[src/rtl/pdte_pkg.sv]
// ----------------------------------------------------------------------------
// pdte_pkg
// Shared types, constants and helpers for the packed date to epoch unit.
// ----------------------------------------------------------------------------
`default_nettype none

package pdte_pkg;

    // pipeline depth: stages 0..3 decode in the top, 4..7 count days
    localparam int NUM_STG = 8;
    localparam int DAY_STG = 4;

    // reset value of the current-year register
    localparam logic [11:0] CY_RESET = 12'd2025;

    // reciprocal multipliers (exact over the ranges used)
    localparam logic [31:0] DIV10K_MUL = 32'd3518437209; // x/10000 = (x*M)>>45, 32b x
    localparam int          DIV10K_SHR = 45;
    localparam logic [12:0] DIV100_MUL = 13'd5243;       // x/100 = (x*M)>>19, x<43699
    localparam logic [14:0] DIV25_MUL  = 15'd20972;      // x/25 = (x*M)>>19, 15b x

    localparam logic [10:0] ZIP_YEAR_BASE = 11'd2004;
    localparam logic [18:0] DEC_YEAR_MAX  = 19'd2100;
    localparam logic [15:0] MINS_PER_DAY  = 16'd1440;

    localparam logic [16:0] DEFAULT_TSEC  = 17'd54000;   // 15:00
    localparam logic [44:0] UTC8_SEC      = 45'd28800;

    // era*146097 + doe + day - DAY_BIAS = days since 1970-01-01
    // (bias folds in the 400-year year shift, the epoch offset and day-1)
    localparam logic [29:0] DAY_BIAS = 30'd865566;

    typedef struct packed {
        logic [DAY_STG-1:0] en;
    } t_pipe_ctl;

    // selected date handed to the day counter
    typedef struct packed {
        logic        bad;       // final month/day invalid: result is 0
        logic [18:0] yy_sh;     // March-based year plus 400
        logic [8:0]  doy;       // days from March 1 to the month start
        logic [4:0]  day;
        logic        clock_ok;  // minutes field carries the time
        logic [10:0] mins;
    } t_date;

    function automatic logic bad_md(input logic [6:0] m, input logic [6:0] d);
        bad_md = (m == 7'd0) || (m > 7'd12) || (d == 7'd0) || (d > 7'd31);
    endfunction

    // day offset of a month's first day in a March-based year
    function automatic logic [8:0] month_doy(input logic [3:0] m);
        case (m)
            4'd3:    month_doy = 9'd0;
            4'd4:    month_doy = 9'd31;
            4'd5:    month_doy = 9'd61;
            4'd6:    month_doy = 9'd92;
            4'd7:    month_doy = 9'd122;
            4'd8:    month_doy = 9'd153;
            4'd9:    month_doy = 9'd184;
            4'd10:   month_doy = 9'd214;
            4'd11:   month_doy = 9'd245;
            4'd12:   month_doy = 9'd275;
            4'd1:    month_doy = 9'd306;
            4'd2:    month_doy = 9'd337;
            default: month_doy = 9'd0;
        endcase
    endfunction

endpackage

`default_nettype wire

[src/rtl/pdte_day_count.sv]
// ----------------------------------------------------------------------------
// pdte_day_count
// Four-stage civil day count and seconds assembly for a selected date.
// ----------------------------------------------------------------------------
`default_nettype none

module pdte_day_count (
    input  wire                     i_clk,
    input  pdte_pkg::t_pipe_ctl     i_ctl,
    input  pdte_pkg::t_date         i_date,
    output logic signed [44:0]      o_epoch_seconds
);
    import pdte_pkg::*;

    // stage A: era = yy_sh / 400, time of day in seconds
    logic [29:0] era_prod;
    logic [10:0] r_a_era;
    logic [18:0] r_a_yy;
    logic [8:0]  r_a_doy;
    logic [4:0]  r_a_day;
    logic        r_a_bad;
    logic [16:0] r_a_tsec;

    assign era_prod = 30'(i_date.yy_sh[18:4]) * 30'(DIV25_MUL);

    always_ff @(posedge i_clk) begin
        if (i_ctl.en[0]) begin
            r_a_era  <= era_prod[29:19];
            r_a_yy   <= i_date.yy_sh;
            r_a_doy  <= i_date.doy;
            r_a_day  <= i_date.day;
            r_a_bad  <= i_date.bad;
            r_a_tsec <= i_date.clock_ok ? 17'(17'(i_date.mins) * 17'd60) : DEFAULT_TSEC;
        end
    end

    // stage B: year of era and era base days
    logic [18:0] yoe_full;
    logic [8:0]  r_b_yoe;
    logic [27:0] r_b_base;
    logic [8:0]  r_b_doy;
    logic [4:0]  r_b_day;
    logic        r_b_bad;
    logic [16:0] r_b_tsec;

    assign yoe_full = r_a_yy - 19'(19'(r_a_era) * 19'd400);

    always_ff @(posedge i_clk) begin
        if (i_ctl.en[1]) begin
            r_b_yoe  <= yoe_full[8:0];
            r_b_base <= 28'(28'(r_a_era) * 28'd146097);
            r_b_doy  <= r_a_doy;
            r_b_day  <= r_a_day;
            r_b_bad  <= r_a_bad;
            r_b_tsec <= r_a_tsec;
        end
    end

    // stage C: days since the epoch
    logic [1:0]         cent;
    logic [29:0]        day_sum;
    logic signed [29:0] r_c_days;
    logic               r_c_bad;
    logic [16:0]        r_c_tsec;

    assign cent = 2'(r_b_yoe >= 9'd100) + 2'(r_b_yoe >= 9'd200) + 2'(r_b_yoe >= 9'd300);
    assign day_sum = 30'(r_b_base) + 30'(30'(r_b_yoe) * 30'd365) + 30'(r_b_yoe[8:2])
                   - 30'(cent) + 30'(r_b_doy) + 30'(r_b_day) - DAY_BIAS;

    always_ff @(posedge i_clk) begin
        if (i_ctl.en[2]) begin
            r_c_days <= $signed(day_sum);
            r_c_bad  <= r_b_bad;
            r_c_tsec <= r_b_tsec;
        end
    end

    // stage D: seconds, shifted to UTC
    logic signed [44:0] days_x;
    logic signed [44:0] secs;

    assign days_x = 45'(r_c_days);
    assign secs   = days_x * 45'sd86400 + $signed(45'(r_c_tsec)) - $signed(UTC8_SEC);

    always_ff @(posedge i_clk) begin
        if (i_ctl.en[3]) begin
            o_epoch_seconds <= r_c_bad ? 45'sd0 : secs;
        end
    end

endmodule

`default_nettype wire

[src/rtl/packed_date_to_epoch_unit.sv]
// ----------------------------------------------------------------------------
// packed_date_to_epoch_unit
// Decodes a packed or decimal market-data date word into Unix seconds (UTC+8).
// ----------------------------------------------------------------------------
//
//  channel  | handshake                | payload
//  ---------+--------------------------+--------------------------------------
//  in       | i_valid / o_stall        | i_packed_value[31:0], i_has_time
//  out      | o_valid / i_stall        | o_epoch_seconds[44:0] (signed)
//  cfg      | i_cfg_valid / o_cfg_ready| i_year_cap[11:0]
//
//  One beat per cycle while the output is not stalled, through the eight
//  register stages (reciprocal divides, date select, day count, seconds).
//  Each stage moves when it is empty or the stage after it moves, so a
//  stall on the output fills bubbles before it reaches o_stall.
//  Reset (i_rst_n low, synchronous) empties the pipeline and loads
//  the year cap with 2025. o_cfg_ready is always high.
// ----------------------------------------------------------------------------
`default_nettype none

module packed_date_to_epoch_unit (
    input  wire                 i_clk,
    input  wire                 i_rst_n,
    // input beats
    input  wire                 i_valid,
    output logic                o_stall,
    input  wire  [31:0]         i_packed_value,
    input  wire                 i_has_time,
    // result beats
    output logic                o_valid,
    input  wire                 i_stall,
    output logic signed [44:0]  o_epoch_seconds,
    // config write
    input  wire                 i_cfg_valid,
    output logic                o_cfg_ready,
    input  wire  [11:0]         i_year_cap
);
    import pdte_pkg::*;

    // ---------------- config register ----------------
    logic [11:0] r_cy;

    assign o_cfg_ready = 1'b1;

    always_ff @(posedge i_clk) begin
        if (!i_rst_n) begin
            r_cy <= CY_RESET;
        end else if (i_cfg_valid && o_cfg_ready) begin
            r_cy <= i_year_cap;
        end
    end

    // ---------------- pipeline control ----------------
    // rdy[k]: stage k may load this cycle
    logic [NUM_STG-1:0] r_vld;
    logic [NUM_STG:0]   rdy;

    always_comb begin
        rdy[NUM_STG] = !i_stall;
        for (int k = NUM_STG - 1; k >= 0; k--) begin
            rdy[k] = !r_vld[k] || rdy[k+1];
        end
    end

    assign o_stall = !rdy[0];
    assign o_valid = r_vld[NUM_STG-1];

    always_ff @(posedge i_clk) begin
        if (!i_rst_n) begin
            r_vld <= '0;
        end else begin
            if (rdy[0]) begin
                r_vld[0] <= i_valid;
            end
            for (int k = 1; k < NUM_STG; k++) begin
                if (rdy[k]) begin
                    r_vld[k] <= r_vld[k-1];
                end
            end
        end
    end

    // ---------------- stage 0: reciprocal multiplies ----------------
    // decimal year = v / 10000, packed month = (v[10:0]) / 100
    logic [63:0] q_prod;
    logic [23:0] mz_prod;
    logic [31:0] r0_v;
    logic        r0_ht;
    logic [18:0] r0_q;
    logic [4:0]  r0_mz;

    assign q_prod  = 64'(i_packed_value) * 64'(DIV10K_MUL);
    assign mz_prod = 24'(i_packed_value[10:0]) * 24'(DIV100_MUL);

    always_ff @(posedge i_clk) begin
        if (rdy[0]) begin
            r0_v  <= i_packed_value;
            r0_ht <= i_has_time;
            r0_q  <= q_prod[63:DIV10K_SHR];
            r0_mz <= mz_prod[23:19];
        end
    end

    // ---------------- stage 1: remainders ----------------
    logic [31:0] rem10k;
    logic [10:0] dz_full;
    logic        r1_ht;
    logic [18:0] r1_q;
    logic [13:0] r1_r;
    logic [4:0]  r1_yz;
    logic [4:0]  r1_mz;
    logic [6:0]  r1_dz;
    logic        r1_mins_ok;
    logic [10:0] r1_mins;

    assign rem10k  = r0_v - 32'(32'(r0_q) * 32'd10000);
    assign dz_full = r0_v[10:0] - 11'(11'(r0_mz) * 11'd100);

    always_ff @(posedge i_clk) begin
        if (rdy[1]) begin
            r1_ht      <= r0_ht;
            r1_q       <= r0_q;
            r1_r       <= rem10k[13:0];
            r1_yz      <= r0_v[15:11];
            r1_mz      <= r0_mz;
            r1_dz      <= dz_full[6:0];
            r1_mins_ok <= r0_v[31:16] < MINS_PER_DAY;  // hour <= 23
            r1_mins    <= r0_v[26:16];
        end
    end

    // ---------------- stage 2: decimal month ----------------
    logic [26:0] md_prod;
    logic        r2_ht;
    logic [18:0] r2_q;
    logic [13:0] r2_r;
    logic [6:0]  r2_md;
    logic [4:0]  r2_yz;
    logic [4:0]  r2_mz;
    logic [6:0]  r2_dz;
    logic        r2_mins_ok;
    logic [10:0] r2_mins;

    assign md_prod = 27'(r1_r) * 27'(DIV100_MUL);

    always_ff @(posedge i_clk) begin
        if (rdy[2]) begin
            r2_ht      <= r1_ht;
            r2_q       <= r1_q;
            r2_r       <= r1_r;
            r2_md      <= md_prod[25:19];
            r2_yz      <= r1_yz;
            r2_mz      <= r1_mz;
            r2_dz      <= r1_dz;
            r2_mins_ok <= r1_mins_ok;
            r2_mins    <= r1_mins;
        end
    end

    // ---------------- stage 3: pick packed or decimal reading ----------------
    logic [13:0] dd_full;
    logic [6:0]  dd;
    logic [10:0] yz;
    logic        zip_bad;
    logic        dec_bad;
    logic        use_zip;
    logic        clock_ok;
    logic [18:0] y_sel;
    logic [6:0]  m_sel;
    logic [6:0]  d_sel;
    logic        early;
    t_date       n3_date;
    t_date       r3_date;

    assign dd_full = r2_r - 14'(14'(r2_md) * 14'd100);
    assign dd      = dd_full[6:0];
    assign yz      = ZIP_YEAR_BASE + 11'(r2_yz);
    assign zip_bad = bad_md(7'(r2_mz), r2_dz);
    assign dec_bad = bad_md(r2_md, dd);

    always_comb begin
        if (r2_ht) begin
            // packed with clock unless it fails, then decimal at 15:00
            use_zip  = !(zip_bad || (12'(yz) > r_cy) || !r2_mins_ok);
            clock_ok = use_zip;
        end else begin
            // decimal first, packed at 15:00 as fallback
            use_zip  = (r2_q > DEC_YEAR_MAX) || dec_bad;
            clock_ok = 1'b0;
        end
        y_sel = use_zip ? 19'(yz) : r2_q;
        m_sel = use_zip ? 7'(r2_mz) : r2_md;
        d_sel = use_zip ? r2_dz : dd;
        early = (m_sel <= 7'd2);   // Jan/Feb count with the previous year

        n3_date.bad      = bad_md(m_sel, d_sel);
        n3_date.yy_sh    = y_sel + 19'd400 - 19'(early);
        n3_date.doy      = month_doy(m_sel[3:0]);
        n3_date.day      = d_sel[4:0];
        n3_date.clock_ok = clock_ok;
        n3_date.mins     = r2_mins;
    end

    always_ff @(posedge i_clk) begin
        if (rdy[3]) begin
            r3_date <= n3_date;
        end
    end

    // ---------------- stages 4..7: day count and seconds ----------------
    t_pipe_ctl day_ctl;

    assign day_ctl.en = rdy[NUM_STG-1:NUM_STG-DAY_STG];

    pdte_day_count u_day_count (
        .i_clk           (i_clk),
        .i_ctl           (day_ctl),
        .i_date          (r3_date),
        .o_epoch_seconds (o_epoch_seconds)
    );

endmodule

`default_nettype wire

[config.mk]
export PLATFORM = sky130hd
export DESIGN_NAME = packed_date_to_epoch_unit
export DESIGN_NICKNAME = d
export VERILOG_FILES = /design/src/rtl/pdte_pkg.sv /design/src/rtl/pdte_day_count.sv /design/src/rtl/packed_date_to_epoch_unit.sv
export SDC_FILE = /design/constraint.sdc
export NUM_CORES = 2
export LEC_CHECK = 0
export ABC_AREA = 1
export ABC_CLOCK_PERIOD_IN_PS = 11820
export BUFFER_PORTS_ARGS = -buffer_cell sky130_fd_sc_hd__buf_2
export CAP_MARGIN = 10
export CORE_MARGIN = 10
export CORE_UTILIZATION = 50
export CTS_CLUSTER_DIAMETER = 150
export CTS_CLUSTER_SIZE = 20
export DETAILED_ROUTE_END_ITERATION = 7
export PLACE_DENSITY = 0.64
export SLEW_MARGIN = 40
export SYNTH_ARGS = -nofsm -noshare
export SYNTH_HDL_FRONTEND = slang
export SYNTH_SLANG_ARGS = --single-unit
[constraint.sdc]
create_clock -name i_clk -period 11.82 [get_ports i_clk]
set_clock_uncertainty 0.2 [all_clocks]
set_input_delay 0.591 -clock i_clk [delete_from_list [all_inputs] [get_ports i_clk]]
set_output_delay 0.591 -clock i_clk [all_outputs]
set_load 0.02 [all_outputs]
==> Yosys cells after proc, flatten, opt, wreduce, memory -nomap -nowiden <==
Memories as Yosys holds them, arrays and structs flattened. A register that Yosys moved wholly into a read port is not among the register bits.
Cells that the tools add are included.
Widths: inputs -> output; s select.
{ "classes": {"n_mul": 12, "reduce_logical": 38, "div_mod_pow": 0, "n_addsub": 17, "n_eq_ne": 0, "shifts": 0, "n_bitwise": 0, "n_mux": 4, "n_lt_le_gt_ge": 13} }
{ "ops": {"columns": ["op", "n"], "rows": [
  ["$mul 32x32->64 const B", 1],
  ["$add 45x18->45", 1],
  ["$sub 45x16->45 const B", 1],
  ["$mul 30x11->38 const B", 1],
  ["$logic_not 7->1", 5],
  ["$add 30x5->30", 1],
  ["$add 30x7->30", 1],
  ["$add 30x9->30", 1],
  ["$sub 30x2->30", 1],
  ["$sub 30x20->30 const B", 1],
  ["$add 28x18->29", 1],
  ["$mul 11x18->28 const B", 1],
  ["$mul 15x13->28 const B", 1],
  ["$mul 14x13->26 const B", 1],
  ["$mul 11x13->24 const B", 1],
  ["$gt 7x5->1 const B", 3],
  ["$logic_or 1x1->1", 20],
  ["$add 19x9->19 const B", 1],
  ["$gt 19x12->1 const B", 1],
  ["$mul 19x10->10 const B", 1],
  ["$mux 19", 1],
  ["$sub 19x1->19", 1],
  ["$mul 9x9->18 const B", 1],
  ["$lt 16x11->1 const B", 1],
  ["other kinds (21)", 35]
]} }
{ "totals": {"mem_bits_rw": 0, "mem_count": 1, "reg_bits": 454, "elab_cells": 137, "latchBits": 0, "output_inout_bits": 48, "input_bits": 50, "mem_bits_ro": 144} }
{ "mem_list": {"columns": ["memory", "depth", "width", "read_ports", "rd_ports_with_merged_regs", "write_ports", "line", "rtl"], "rows": [
  ["(no name shown)", 16, 9, 1, 1, 0, "pdte_pkg.sv:53", "case (m)"]
]} }

==> Depth between registers and ports, before layout <==
{ "depth": {"ltp_word": 13, "mapped_depth": 37, "depth_no_buf": 37} }

==> Cells and area by module <==
A second synthesis with hierarchy kept.
{ "unflattened": {"hier_cells": 6274, "hier_area_um2": 61298.8} }
{ "by_module_without_submodules": {"columns": ["mod", "area_each_um2", "seq_area_each_um2", "cells_per_inst", "instances"], "rows": [
  ["packed_date_to_epoch_unit", 34994.8, 7156.9, 3539, 1],
  ["pdte_day_count", 26304.0, 6185.9, 2735, 1]
]} }

==> Least setup slack after synthesis <==
No wires, ideal clock.
{ "synth_path": {"path_kind": "input to register", "startpoint": "input i_stall", "endpoint": "register r0_ht, enable pin", "n_path_buf": 0, "arrival_ps": 10628, "required_time_ps": 11209, "setup_time_ps": 411, "path_slack_ps": 580, "cell_stages": 15, "cell_sequence": "nand2_1 > nor2_1 > inv_1 > nor2_1 > inv_1 > nor2_1 > inv_1 > nor2_1 > inv_1 > nor2_1 > inv_1 > nor2_1 > inv_1 > nor2_1 > inv_1"} }
{ "synth_rtl": {"columns": ["element", "line", "rtl"], "rows": [
  ["start, declared", "packed_date_to_epoch_unit.sv:31", "input wire i_stall,"],
  ["end signal, assigned", "packed_date_to_epoch_unit.sv:98", "r0_ht <= i_has_time;"],
  ["end, declared", "packed_date_to_epoch_unit.sv:88", "logic r0_ht;"]
]} }

==> Worst setup path after layout <==
{ "layout_path": {"startpoint": "register u_day_count.r_b_yoe[6]", "endpoint": "register u_day_count.r_c_days[28], data pin"} }
{ "layout_via": {"elab_chain_len": 7, "word_cells_on_any_way": 12, "classes_between": "add/sub (8); mul (1); order compare (3)"} }
{ "layout_rtl": {"columns": ["element", "line", "rtl"], "rows": [
  ["start, declared", "pdte_day_count.sv:39", "logic [8:0] r_b_yoe;"],
  ["start signal, assigned", "pdte_day_count.sv:50", "r_b_yoe <= yoe_full[8:0];"],
  ["$mul 9x9->18, or another cell as far along", "pdte_day_count.sv:67", "assign day_sum = 30'(r_b_base) + 30'(30'(r_b_yoe) * 30'd365) + 30'(r_b_yoe[8:2])"],
  ["$add 28x18->29 / $add 1x1->2 (equally long branches)", "pdte_day_count.sv:67, pdte_day_count.sv:66", null],
  ["$add 30x7->30 / $add 2x1->2 (equally long branches)", "pdte_day_count.sv:67, pdte_day_count.sv:66", null],
  ["$sub 30x2->30 (*)", "pdte_day_count.sv:68", "- 30'(cent) + 30'(r_b_doy) + 30'(r_b_day) - DAY_BIAS;"],
  ["$add 30x9->30 (*)", "pdte_day_count.sv:68", null],
  ["$add 30x5->30 (*)", "pdte_day_count.sv:68", null],
  ["$sub 30x20->30 (*)", "pdte_day_count.sv:68", null],
  ["named net u_day_count.day_sum[28]", "pdte_day_count.sv:61", "logic [29:0] day_sum;"],
  ["end signal, assigned", "pdte_day_count.sv:72", "r_c_days <= $signed(day_sum);"],
  ["end, declared", "pdte_day_count.sv:62", "logic signed [29:0] r_c_days;"]
]} }
The timed path passes the listed nets; every way through them passes the cells marked *.
A chain may end at the register's enable or synchronous reset.

==> results.json <==
{
  "cts_sinks": 451,
  "slowest_delay_ns": 0.54,
  "dpl_cell_area_mm2": 0.0640,
  "num_rows": 128,
  "slew_viol_final": 0,
  "areaGrowthSynthToFinish_pct": 5.53,
  "tritoncts": "built",
  "fin_area_mm2": 0.0649,
  "coreArea_mm2": 0.122,
  "drc_errors": 0,
  "io_buffers": 94,
  "die_y_um": 371,
  "wirelength_um": 146000,
  "drt_iter0_drc": 2216,
  "cp_num_buf_inv": 8,
  "crit_path_frequent_cell": "inv_1",
  "ys_async_sr_fraction": 0,
  "crit_type": "reg -> reg",
  "synth_cell_type_count": 63,
  "gp_congestion": 1.03,
  "wl_per_cell_um": 18.0,
  "slew-limit-headroom": 0.351,
  "grt_pass1_wl_um": 237000,
  "synth_edf_count": 431,
  "cp_slowest_cell": "edfxtp_1",
  "clockBufferDepth": 3,
  "status": "finished clean",
  "crit_arrival_ns": 7.93,
  "max_freq_mhz": 129,
  "first_pass_iters": 5,
  "setup_violations": 0,
  "grt_antenna_before_repair": 2,
  "ys_ff_latch": 451,
  "finish.net_count": 8436,
  "dp_hpwl_um": 129000,
  "final_util": 0.532,
  "worst_pin_slew_ns": 0.963,
  "grt_max_degree": 70,
  "grt_setup_unrepaired": "false",
  "top_level_ports": 98,
  "via_per_inst": 5.11,
  "clk_pin_slew_ns": 0.10,
  "fin_crit_sh": 0.655,
  "ys.flop_type": "edfxtp_1",
  "grt_pass1_vias": 44076,
  "drive_above_1_share": 0.0343,
  "dp.cells": 8043,
  "ys_warn_count": 0,
  "hold_viol_final": 0,
  "synthCells": 6330,
  "final_antenna_net_count": 0,
  "crit_required_ns": 12.01,
  "post-cts-setup-buffers": 0,
  "layout_common_cells": "inv_1 (1,801), ha_1 (1,102), fa_1 (828), nand2_1 (639), edfxtp_1 (431)",
  "critical_path.top_delay_family": "adder cells",
  "track_usage": 0.217,
  "netlist_area_mm2": 0.0615,
  "cap_violations": 0,
  "final_common_cell": "inv_1",
  "yosysSeqAreaShare": 0.217,
  "cts_made_buffers": 27,
  "dieWidth_um": 371,
  "fin_cells": 8103,
  "end_kind": "flop",
  "fin_crit_ns": 7.74,
  "num_vias": 41397,
  "htreeDepth": 1,
  "initial_core_util": 0.504,
  "insertion_delay_ns": 0.63,
  "root_buffer": "clkbuf_16",
  "dieArea_mm2": 0.138,
  "startpoint_type": "flop",
  "gr-total-overflow": 0,
  "hold_class": "in -> reg",
  "critPathMaxFanout": 6,
  "syn_avg_cell_area_um2": 9.72,
  "setup-tns-final_ns": 0
}
## synth_stat cells, types with 7 or more instances
| master | number | area, um^2 |
|---|---|---|
| clkbuf_1 | 7 | 26.3 |
| inv_1 | 1808 | 6790 |
| nand2_2 | 21 | 131 |
| a21oi_1 | 341 | 1710 |
| nor4_1 | 10 | 62.6 |
| edfxtp_1 | 431 | 12900 |
| o21bai_1 | 18 | 135 |
| o21ai_1 | 7 | 35.0 |
| nor3_1 | 47 | 235 |
| xnor2_1 | 73 | 639 |
| nand3_2 | 9 | 90.1 |
| xor2_1 | 132 | 1160 |
| dfxtp_1 | 20 | 400 |
| nand3_1 | 124 | 621 |
| o211ai_1 | 11 | 82.6 |
| a21o_1 | 31 | 233 |
| a211oi_1 | 7 | 52.6 |
| nand2_1 | 640 | 2400 |
| o21a_1 | 28 | 210 |
| fa_1 | 828 | 16600 |
| nand4_1 | 38 | 238 |
| or2_2 | 12 | 75.1 |
| ha_1 | 1102 | 13800 |
| a31oi_1 | 42 | 263 |
| o31ai_1 | 8 | 60.1 |
| o21ai_0 | 166 | 831 |
| nor2_1 | 280 | 1050 |
| nor2_2 | 8 | 50.1 |
| a2111oi_0 | 7 | 61.3 |
## layer usage
| layer | track usage | vias to the layer above | part of all wire |
|---|---|---|---|
| met5 | 0 | - | 0 |
| met2 | 0.396 | 757 | 0.51 |
| met4 | 0.0592 | 0 | 0.031 |
| met3 | 0.0186 | 194 | 0.036 |
| li1 | - | 20169 | - |
| met1 | 0.273 | 20277 | 0.42 |
## registers in the layout (all words and copies together), names as in the netlist, 12 cells and up
| signal | flops |
|---|---|
| r0_v | 32 |
| r2_q | 19 |
| u_day_count.r_a_tsec | 15 |
| u_day_count.o_epoch_seconds | 43 |
| r3_date | 46 |
| u_day_count.r_c_tsec | 15 |
| u_day_count.r_c_days | 30 |
| r1_q | 19 |
| u_day_count.r_b_tsec | 15 |
| u_day_count.r_b_base | 28 |
| r_cy | 12 |
| r0_q | 19 |
| r1_r | 14 |
## timing repair
action,CTS,global route
hold endpoints to repair,9,0
resized for setup,0,0
hold buffers,9,0
## through the flow
step | hold slack (ns) | worst slack, ns
2_1_floorplan | 0.200 | 0.580
3_3_place_gp | 0.201 | 4.14
3_5_place_dp | 0.205 | 4.02
4_1_cts | 0.0165 | 4.04
5_1_grt | 0.0423 | 3.29
6_report | 0.0526 | 4.08
## worst paths after layout
kind | from | cells past startpoint | endpoint | slack (ns)
max | u_day_count.r_b_yoe[6] | 34 | u_day_count.r_c_days[28] | 4.08
min | i_rst_n | 2 | r_cy[8] | 0.05
max reg2reg | u_day_count.r_b_yoe[6] | 34 | u_day_count.r_c_days[28] | 4.08
min reg2reg | r1_q[5] | 0 | r2_q[5] | 0.21
## logic make-up (layout without fill, tap and decap cells)
kind of cell | count (synthesis) | after routing | share of synthesized area
adders and majority gates | 1930 | 1930 | 0.493
other | 2 | 4 | 0.000122
xor gates and xnor gates | 206 | 206 | 0.0294
DFF | 451 | 451 | 0.217
and+or+nand+nor | 1210 | 1210 | 0.0832
AOI/OAI and AO/OA | 700 | 700 | 0.0647
buffers and inverters | 1831 | 1977 | 0.112
## cell type report
type | count | area, um^2
Antenna cell | 1 | 2.50
Clock buffer | 44 | 739
Clock inverter | 6 | 71.3
Fill cell | 11207 | 57100
Inverter | 1816 | 6820
Multi-Input combinational cell | 4049 | 41300
Sequential cell | 451 | 13300
Tap cell | 1625 | 2030
Timing Repair Buffer | 111 | 624
Power is left out: the tool's default activity adds up to more than one toggle a clock period on the data nets, which glitch-free logic cannot reach.
